`src/pcp_pkg.sv`:
```
`timescale 1ns / 1ps
// ----------------------------------------------------------------------------
// pcp_pkg
// Shared widths and sequencer state type for the permutation cycle pair block.
// ----------------------------------------------------------------------------
package pcp_pkg;

  localparam int ENTRY_W = 6;   // width of one permutation entry
  localparam int CNT_W   = 7;   // entry count, index and step counters
  localparam int OFS_W   = 16;  // pair offset register
  localparam int RES_W   = 17;  // offset index in a result

  typedef enum logic [5:0] {
    S_IDLE  = 6'b000001,
    S_FETCH = 6'b000010,
    S_TEST  = 6'b000100,
    S_CHASE = 6'b001000,
    S_PAIR  = 6'b010000,
    S_DONE  = 6'b100000
  } pcp_state_t;

endpackage

```
`src/permutation_cycle_pairs.sv`:
```
`timescale 1ns / 1ps
// ----------------------------------------------------------------------------
// permutation_cycle_pairs
// Stores a permutation in a memory, then walks each cycle from its smallest
// member and emits (leader, member) pairs with a programmable offset.
// ----------------------------------------------------------------------------
//  channel  | ports                                   | handshake
//  ---------+-----------------------------------------+--------------------
//  input    | in_perm_entry, in_last_entry            | start & !busy
//  result   | out_cycle_leader/member, out_last_pair, | out_valid, 1 cycle
//           | out_no_pairs                            |
//  config   | cfg_wr_data                             | cfg_wr_en
//
// Loading accepts one request per cycle while busy is low. The request with
// in_last_entry set starts the pass; busy stays high until it ends. Each index
// passes a fetch and a test state; a walk past the test takes one chase step
// per further member (at most N steps), and a leader then emits one pair per
// cycle. Walks from other members stop at the first smaller index. Each pair
// is held until the next one or the closing state, so the final one can carry
// out_last_pair. Synchronous active-low reset clears control state; the
// receiver cannot stall.
// ----------------------------------------------------------------------------
module permutation_cycle_pairs #(
  parameter int MAX_N = 64
) (
  input  logic                        clk,
  input  logic                        rst_n,
  input  logic                        start,
  output logic                        busy,
  input  logic [pcp_pkg::ENTRY_W-1:0] in_perm_entry,
  input  logic                        in_last_entry,
  input  logic                        cfg_wr_en,
  input  logic [pcp_pkg::OFS_W-1:0]   cfg_wr_data,
  output logic                        out_valid,
  output logic [pcp_pkg::RES_W-1:0]   out_cycle_leader,
  output logic [pcp_pkg::RES_W-1:0]   out_cycle_member,
  output logic                        out_last_pair,
  output logic                        out_no_pairs
);
  import pcp_pkg::*;

  localparam int AW = (MAX_N > 1) ? $clog2(MAX_N) : 1;

  logic [ENTRY_W-1:0] mem [MAX_N];
  logic [ENTRY_W-1:0] rdata_r;
  logic [AW-1:0]      rd_addr;
  logic               mem_we;

  pcp_state_t         state_r, state_nxt;
  logic [CNT_W-1:0]   load_cnt_r, load_cnt_nxt;
  logic [CNT_W-1:0]   n_r, n_nxt;
  logic [CNT_W-1:0]   i_r, i_nxt;
  logic [CNT_W-1:0]   steps_r, steps_nxt;
  logic [ENTRY_W-1:0] first_r, first_nxt;
  logic               have_r, have_nxt;
  logic [CNT_W-1:0]   pend_lead_r, pend_lead_nxt;
  logic [ENTRY_W-1:0] pend_mem_r, pend_mem_nxt;
  logic [OFS_W-1:0]   ofs_r;

  logic               out_valid_r, out_valid_nxt;
  logic [RES_W-1:0]   out_lead_r, out_lead_nxt;
  logic [RES_W-1:0]   out_mem_r, out_mem_nxt;
  logic               out_last_r, out_last_nxt;
  logic               out_none_r, out_none_nxt;

  logic               new_pair;
  logic [CNT_W-1:0]   new_lead;
  logic [ENTRY_W-1:0] new_mem;
  logic [CNT_W-1:0]   rd7;
  logic [CNT_W-1:0]   i_inc;
  pcp_state_t         adv_state;
  logic               load_room;

  assign busy             = (state_r != S_IDLE);
  assign out_valid        = out_valid_r;
  assign out_cycle_leader = out_lead_r;
  assign out_cycle_member = out_mem_r;
  assign out_last_pair    = out_last_r;
  assign out_no_pairs     = out_none_r;

  assign rd7       = CNT_W'(rdata_r);
  assign i_inc     = i_r + CNT_W'(1);
  assign adv_state = (i_inc == n_r) ? S_DONE : S_FETCH;
  assign load_room = (load_cnt_r < CNT_W'(MAX_N));
  assign mem_we    = (state_r == S_IDLE) && start && load_room;

  always_ff @(posedge clk) begin
    if (mem_we) begin
      mem[load_cnt_r[AW-1:0]] <= in_perm_entry;
    end
    rdata_r <= mem[rd_addr];
  end

  always_comb begin
    state_nxt     = state_r;
    load_cnt_nxt  = load_cnt_r;
    n_nxt         = n_r;
    i_nxt         = i_r;
    steps_nxt     = steps_r;
    first_nxt     = first_r;
    have_nxt      = have_r;
    pend_lead_nxt = pend_lead_r;
    pend_mem_nxt  = pend_mem_r;
    out_valid_nxt = 1'b0;
    out_lead_nxt  = out_lead_r;
    out_mem_nxt   = out_mem_r;
    out_last_nxt  = out_last_r;
    out_none_nxt  = out_none_r;
    rd_addr       = i_r[AW-1:0];
    new_pair      = 1'b0;
    new_lead      = i_r;
    new_mem       = rdata_r;

    case (state_r)
      S_IDLE: begin
        if (start) begin
          if (load_room) begin
            load_cnt_nxt = load_cnt_r + CNT_W'(1);
          end
          if (in_last_entry) begin
            n_nxt        = load_room ? load_cnt_r + CNT_W'(1) : load_cnt_r;
            load_cnt_nxt = '0;
            i_nxt        = '0;
            have_nxt     = 1'b0;
            state_nxt    = S_FETCH;
          end
        end
      end
      S_FETCH: begin
        state_nxt = S_TEST;
      end
      S_TEST: begin
        first_nxt = rdata_r;
        if (rd7 == i_r || rd7 >= n_r || rd7 < i_r) begin
          i_nxt     = i_inc;
          state_nxt = adv_state;
        end else begin
          steps_nxt = CNT_W'(1);
          rd_addr   = rdata_r[AW-1:0];
          state_nxt = S_CHASE;
        end
      end
      S_CHASE: begin
        if (rd7 == i_r) begin
          new_pair  = 1'b1;
          new_mem   = first_r;
          rd_addr   = first_r[AW-1:0];
          state_nxt = S_PAIR;
        end else if (rd7 >= n_r || rd7 < i_r || steps_r >= n_r) begin
          i_nxt     = i_inc;
          state_nxt = adv_state;
        end else begin
          steps_nxt = steps_r + CNT_W'(1);
          rd_addr   = rdata_r[AW-1:0];
        end
      end
      S_PAIR: begin
        if (rd7 == i_r) begin
          i_nxt     = i_inc;
          state_nxt = adv_state;
        end else begin
          new_pair = 1'b1;
          rd_addr  = rdata_r[AW-1:0];
        end
      end
      S_DONE: begin
        out_valid_nxt = 1'b1;
        out_last_nxt  = 1'b1;
        if (have_r) begin
          out_lead_nxt = RES_W'(ofs_r) + RES_W'(pend_lead_r);
          out_mem_nxt  = RES_W'(ofs_r) + RES_W'(pend_mem_r);
          out_none_nxt = 1'b0;
        end else begin
          out_lead_nxt = '0;
          out_mem_nxt  = '0;
          out_none_nxt = 1'b1;
        end
        have_nxt  = 1'b0;
        state_nxt = S_IDLE;
      end
      default: begin
        state_nxt = S_IDLE;
      end
    endcase

    // hold each pair until the next one so the final one can be flagged
    if (new_pair) begin
      if (have_r) begin
        out_valid_nxt = 1'b1;
        out_lead_nxt  = RES_W'(ofs_r) + RES_W'(pend_lead_r);
        out_mem_nxt   = RES_W'(ofs_r) + RES_W'(pend_mem_r);
        out_last_nxt  = 1'b0;
        out_none_nxt  = 1'b0;
      end
      have_nxt      = 1'b1;
      pend_lead_nxt = new_lead;
      pend_mem_nxt  = new_mem;
    end
  end

  always_ff @(posedge clk) begin
    if (!rst_n) begin
      state_r     <= S_IDLE;
      load_cnt_r  <= '0;
      have_r      <= 1'b0;
      out_valid_r <= 1'b0;
      ofs_r       <= '0;
    end else begin
      state_r     <= state_nxt;
      load_cnt_r  <= load_cnt_nxt;
      have_r      <= have_nxt;
      out_valid_r <= out_valid_nxt;
      if (cfg_wr_en) begin
        ofs_r <= cfg_wr_data;
      end
    end
  end

  always_ff @(posedge clk) begin
    n_r         <= n_nxt;
    i_r         <= i_nxt;
    steps_r     <= steps_nxt;
    first_r     <= first_nxt;
    pend_lead_r <= pend_lead_nxt;
    pend_mem_r  <= pend_mem_nxt;
    out_lead_r  <= out_lead_nxt;
    out_mem_r   <= out_mem_nxt;
    out_last_r  <= out_last_nxt;
    out_none_r  <= out_none_nxt;
  end

endmodule

```
`config.mk`:
```
export PLATFORM = sky130hd
export DESIGN_NAME = permutation_cycle_pairs
export DESIGN_NICKNAME = d
export VERILOG_FILES = /design/src/pcp_pkg.sv /design/src/permutation_cycle_pairs.sv
export SDC_FILE = /design/constraint.sdc
export NUM_CORES = 1
export LEC_CHECK = 0
export BUFFER_PORTS_ARGS = -buffer_cell sky130_fd_sc_hd__buf_2
export CAP_MARGIN = 20
export CORE_UTILIZATION = 35
export DETAILED_ROUTE_END_ITERATION = 8
export REMOVE_ABC_BUFFERS = 1
export SLEW_MARGIN = 0
export SYNTH_ARGS = -nofsm -noshare
export SYNTH_HDL_FRONTEND = slang
export SYNTH_SLANG_ARGS = --single-unit
```
`constraint.sdc`:
```
create_clock -name clk -period 5.7 [get_ports clk]
set_input_delay 0.855 -clock clk [delete_from_list [all_inputs] [get_ports clk]]
set_output_delay 0.855 -clock clk [all_outputs]
set_load 0.02 [all_outputs]
```
# Word-level counts from Yosys, hierarchy flattened
# Memory sizes are Yosys's and may differ from the RTL's. A register that Yosys moved wholly into a read port is not among the register bits.
# Index checks and enable logic that the tools add are counted.
dict set report word_totals {
  memories 1
  wordCells 115
  out_inout_bits 38
  input_bits 27
  register_bits 107
  ramBits 384
}
# memory depth word_bits read_ports rd_clocked_by_memory_dff write_ports line
set mem_list {}
lappend mem_list {mem 64 6 1 1 1 permutation_cycle_pairs.sv:44} ;# logic [ENTRY_W-1:0] mem [MAX_N];
dict set report op_classes {
  eq_ne 20
  mux 55
  reduce_logical 15
  order_cmp 4
  add_sub_neg 5
}
# operator n
set ops {}
lappend ops {{2-to-1 mux 17 bit} 8}
lappend ops {{2-to-1 mux 6 bit} 13}
lappend ops {{2-to-1 mux 7 bit} 11}
lappend ops {{case mux 6 bit (5 select lines)} 1}
lappend ops {{case mux 7 bit (4 select lines)} 1}
lappend ops {{adder 7 x 1 -> 7 bit, second input constant} 3}
lappend ops {{case mux 6 bit (3 select lines)} 1}
lappend ops {{adder 16 x 6 -> 17 bit} 1}
lappend ops {{adder 16 x 7 -> 17 bit} 1}
lappend ops {{2-to-1 mux 1 bit} 17}
lappend ops {{!= test 2 bit, second input constant} 8}
lappend ops {{case mux 7 bit (2 select lines)} 1}
lappend ops {{!= test 3 bit, second input constant} 3}
lappend ops {{AND reduction 4 bit} 2}
lappend ops {{== test 6 x 7 -> 1 bit} 1}
lappend ops {{== test 7 bit} 1}
lappend ops {{greater-or-equal comparator 6 x 7 -> 1 bit} 1}
lappend ops {{greater-or-equal comparator 7 bit} 1}
lappend ops {{< comparator 6 x 7 -> 1 bit} 1}
lappend ops {{< comparator 7 bit, second input constant} 1}
lappend ops {{AND reduction 7 bit} 1}
lappend ops {{== test 6 x 1 -> 1 bit, second input constant} 1}
lappend ops {{== test 6 x 2 -> 1 bit, second input constant} 1}
lappend ops {{== test 6 x 3 -> 1 bit, second input constant} 1}
lappend ops {{other kinds (12)} 18}

# Depth between registers and ports, before layout
dict set report depth {
  depth_word 6
  mapped_depth 16
  ltp_nobuf 12
}

# Worst setup path after synthesis
# Ideal clock, no wire load.
dict set report synth_timing {
  path_type {flip-flop to flip-flop}
  start {reg n_r[4]}
  end {reg rdata_r[3] (read register of mem)}
  t_required_ns 5.566
  setup_slack_ns 2.003
  stages_incl_launch_ff 15
  n_path_buf 3
  arrival_time_ns 3.563
  setup_time_ns 0.134
  period_less_slack_ns 3.697
  path_cell_list {edfxtp_1 -> inv_1 -> ha_1 -> a211o_1 -> o211ai_1 -> o221ai_1 -> a211oi_2 -> a21boi_1 -> and2_1 -> buf_2 -> buf_4 -> clkbuf_1 -> a31oi_1 -> nor3_1 -> or4_1}
}
dict set report synth_between {
  elab_chain_len 6
  word_cells_on_any_way 10
  classes_between {order compare (2); mux (4); reduce/logical (4)}
}
# element line
set synth_lines {}
lappend synth_lines {{start, declared} permutation_cycle_pairs.sv:51} ;# logic [CNT_W-1:0] n_r, n_nxt;
lappend synth_lines {{start signal, assigned} permutation_cycle_pairs.sv:220} ;# n_r <= n_nxt;
lappend synth_lines {{greater-or-equal comparator 6 x 7 -> 1 bit} {permutation_cycle_pairs.sv:134, permutation_cycle_pairs.sv:149}}
lappend synth_lines {{logical OR 1 bit (2 in series)} permutation_cycle_pairs.sv:149} ;# end else if (rd7 >= n_r || rd7 < i_r || steps_r >= n_r) begin
lappend synth_lines {{2-to-1 mux 6 bit} permutation_cycle_pairs.sv:149}
lappend synth_lines {{2-to-1 mux 6 bit} permutation_cycle_pairs.sv:144} ;# if (rd7 == i_r) begin
lappend synth_lines {{case mux 6 bit (3 select lines) *} permutation_cycle_pairs.sv:114} ;# case (state_r)
lappend synth_lines {{end, declared} permutation_cycle_pairs.sv:45} ;# logic [ENTRY_W-1:0] rdata_r;
# Every way passes the cells marked *; elsewhere a longest branch is shown, timed or not.
# A chain may end at the register's enable or synchronous reset.

# Worst setup path after layout
dict set report layout_timing {
  start {reg rdata_r[4] (read register of mem)}
  end {reg rdata_r[5] (read register of mem)}
}
dict set report layout_between {
  elab_chain_len 6
  word_cells_on_any_way 12
  classes_between {order compare (2); eq/ne (1); mux (5); reduce/logical (4)}
}
# element line
set layout_lines {}
lappend layout_lines {{greater-or-equal comparator 6 x 7 -> 1 bit / < comparator 6 x 7 -> 1 bit (equally long branches)} {permutation_cycle_pairs.sv:134, permutation_cycle_pairs.sv:149}}
lappend layout_lines {{logical OR 1 bit (2 in series)} permutation_cycle_pairs.sv:149}
lappend layout_lines {{2-to-1 mux 6 bit} permutation_cycle_pairs.sv:149}
lappend layout_lines {{2-to-1 mux 6 bit} permutation_cycle_pairs.sv:144}
lappend layout_lines {{case mux 6 bit (3 select lines) *} permutation_cycle_pairs.sv:114}
# Marked as above.

==> impl_results.md <==
* Core area at 0.05913 mm²
* Total number of vias at 13.53k
* Vias in the first global route at 13.36k
* Synth unique cells at 71
* Max-slew violation count at 0
* Max Clock Skew at 0.03293 ns
* Pin count of the biggest net entering global routing at 65
* Clock power share at 42.9%
* Crit end category: flop
* CTS tree: done
* Cells after synthesis at 1645
* Clock Root Buffer: clkbuf_16
* Total CTS buffers at 51
* Placed inst area at 0.02220 mm²
* Number of remaining DRC errors at 23
* Global-route usage over all layers at 17.54%
* Post-Synth Adder-Cell Area at 2.275%
* Synth Cell Area at 0.02101 mm²
* Seq pwr share at 52.4%
* Failing checks: design-rule violations
* Pwr dens at 319.2 mW/mm²
* Setup TNS at 0 ns
* GR Layer Usage met1 at 23.59%
* Startpoint Class: flop
* EDFF count, synth at 424
* CP top delay family: compound AO/OA/AOI/OAI gates
* WL/cell at 21.12 µm
* Clk_lat worst skew at 0.62 ns
* Syn-to-layout area delta at 13.58%
* Synth Register Bits at 497
* Slowest cell on crit path: a2111oi_0
* Fraction of registers with async set/reset at 0%
* Initial DRC count at 1182
* Initial antenna violation count at 0
* Hold-fix buffers, CTS at 0
* Fin crit share at 91.56%
* Drt pass-1 iters at 9
* Top_reg_cell synth: edfxtp_1
* Synth Area per Inst at 12.77 µm²
* Post-synthesis mux area share at 4.454%
* Nets at 1770
* Max Root-Sink Buffers at 3
* # IOs at 65
* R2R setup slack at 0.48 ns
* Comb pwr share at 4.7%
* GR peak layer: met2
* Synthesis Warnings at 0
* IO Port Bufs at 64
* Setup bufs post-CTS at 0
* Die width at 247.0 µm
* Final WL at 53250 µm
* Complex-gate fraction of the synthesized area at 7.849%
* Rows at 89
* Vias per cell at 5.368
* RSZ-0062 raised after global routing: no
* CP Cell Sequence: ha_1 > a211o_1 > o211ai_1 > o221ai_1 > a211oi_2 > a21boi_1 > and2_1 > nand2_1 > o22ai_1 > a2111oi_0 > or4_1
* Die height at 247.0 µm
* Post-synthesis sequential area ratio at 67.55%
* CTS Sinks at 497
* Post-cts sizing count at 0
* Final worst path period need at 5.219 ns
* Critical Path RT at 6.22 ns
* Total grt overflow at 0
* Leak pwr at 8.236 nW
* Largest family of logic cells by synthesized area: simple AND/OR/NAND/NOR gates
* Max Cap Violations at 0
* CP max FO at 14
* Die footprint at 0.06102 mm²
* Reg clk slew, reported paths at 0.07 ns
* Fmax at 191.6 MHz
* Sw frac at 22.11%
* Slew HR at 20.51%
* Critical path type: reg -> reg
* Peak VDD IR at 0.2362 mV
* CP arrival at 5.74 ns
* Sw Pwr at 1.684 mW
* CP peak stage delay at 0.98 ns
* Worst min-delay path class: reg -> reg
* Htree depth at 2
* Cell Int Power at 5.934 mW
* Met3 Use GR at 2.822%
* Synth Area in XOR/XNOR at 2.084%
* CP bufs+invs at 0
* First-pass GRT wire length at 81300 µm
* Placer Congestion at 0.9334
* Diodes inserted at 0
* Simple logic cell fraction of the synthesized area at 13.49%
* Final hold viol count at 0
* Run status: finished, violations left
* Antenna viol nets, final at 0
* Worst-margin pin slew at 1.187 ns
* Initial Util at 35.53%
* DP HPWL at 34890 µm
* M2 GR Usage at 28.55%
* Proportion of layout cells with a drive suffix above 1 at 10.98%
* Non-Filler Cell Area, Final at 0.02386 mm²
* # setup viols final at 0
## cell families (layout without fill, tap and decap cells)
logic type / after synthesis / in the layout
muxes: 88 / 88
buffers and inverters: 110 / 213
DFF: 497 / 497
adders and majority gates: 37 / 37
xor gates and xnor gates: 50 / 50
AOI/OAI and AO/OA: 238 / 238
and+or+nand+nor: 625 / 625
## synth_stat cells, types with 32 or more instances
| cell | instances | share of area, % |
|---|---|---|
| o21ai_0 | 50 | 1.2 |
| nand3_1 | 59 | 1.4 |
| nor2b_1 | 32 | 0.95 |
| clkbuf_1 | 43 | 0.77 |
| a21oi_1 | 47 | 1.1 |
| nand2_1 | 269 | 4.8 |
| nor2_1 | 154 | 2.8 |
| edfxtp_1 | 424 | 61 |
| nand4_1 | 35 | 1.0 |
| ha_1 | 35 | 2.1 |
| xnor2_1 | 33 | 1.4 |
| mux2i_1 | 80 | 3.8 |
| dfxtp_1 | 73 | 7.0 |
## per-layer routing
layer	share of wire (%)	wire, µm
met5	0	0
met3	6.9	3661
met2	47	25050
met1	43	22960
met4	3.0	1577
## power groups by stage
stage | registers [mW] | logic, mW | clock network [mW]
2_1_floorplan | 4.06 | 0.210 | 0
3_3_place_gp | 4.07 | 0.346 | 0
3_5_place_dp | 4.07 | 0.354 | 0
4_1_cts | 3.99 | 0.355 | 3.33
5_1_grt | 3.99 | 0.390 | 3.47
6_report | 3.99 | 0.358 | 3.27
## through the flow
step / hold WS, ns / utilization (%) / setup WS (ns) / instances / power [mW]
6_report: 0.4466 / 40.36 / 0.4814 / 2521 / 7.618
3_3_place_gp: 0.4314 / 37.51 / 0.8195 / 2423 / 4.412
4_1_cts: 0.4530 / 40.30 / 0.6199 / 2519 / 7.678
2_1_floorplan: 0.4308 / - / -4.720 / 1558 / 4.268
3_5_place_dp: 0.4393 / 37.55 / 0.6533 / 2424 / 4.421
5_1_grt: 0.4828 / 40.36 / 0.2492 / 2521 / 7.851
## registers in the layout, summed over array words and instances (netlist names), 16 cells and up
| signal | cells |
|---|---|
| mem | 384 |
| out_cycle_member | 17 |
| ofs_r | 16 |
| out_cycle_leader | 17 |
## final timing paths
check                               from                           to  depth (start not counted)
min          out_cycle_leader[3]$_DFF_P_  out_cycle_leader[3]$_DFF_P_                          2
min reg2reg  out_cycle_leader[3]$_DFF_P_  out_cycle_leader[3]$_DFF_P_                          2
max                   rdata_r[4]$_DFF_P_           rdata_r[5]$_DFF_P_                         11
max reg2reg           rdata_r[4]$_DFF_P_           rdata_r[5]$_DFF_P_                         11
## cell usage in the layout (no fill, tap or decap), types with 6 or more instances in the layout
cell type,count
edfxtp_1,424
nand2_1,269
nor2_1,154
mux2i_1,80
dfxtp_1,73
buf_2,65
nand3_1,59
clkbuf_16,52
o21ai_0,49
a21oi_1,46
nand4_1,35
ha_1,35
xnor2_1,33
nor2b_1,32
a32oi_1,28
buf_4,24
inv_1,23
xor2_1,17
a31oi_1,16
nor3_1,16
clkbuf_1,15
clkinv_2,11
o22ai_1,9
a22oi_1,9
and3_1,8
a221oi_1,8
or4_1,7
o21bai_1,7
a22o_1,7
clkinv_1,7
nand4b_1,6
nor3b_1,6
and2_1,6
## tightest hold or removal path, delay by kind of cell (launching register included)
kind / cells / cell delay, ns
AOI/OAI and AO/OA: 1 / 0.05
DFF: 1 / 0.32
and+or+nand+nor: 1 / 0.04
## area by class of cell
cell class                      count  area (µm²)
Fill cell                        5501       35270
Sequential cell                   497       14190
Multi-Input combinational cell   1038        6354
Clock buffer                       69        1385
Tap cell                          773       967.2
Timing Repair Buffer               95       633.1
Clock inverter                     26       245.2
Inverter                           23       86.33
Power figures use the tool's default switching activity.
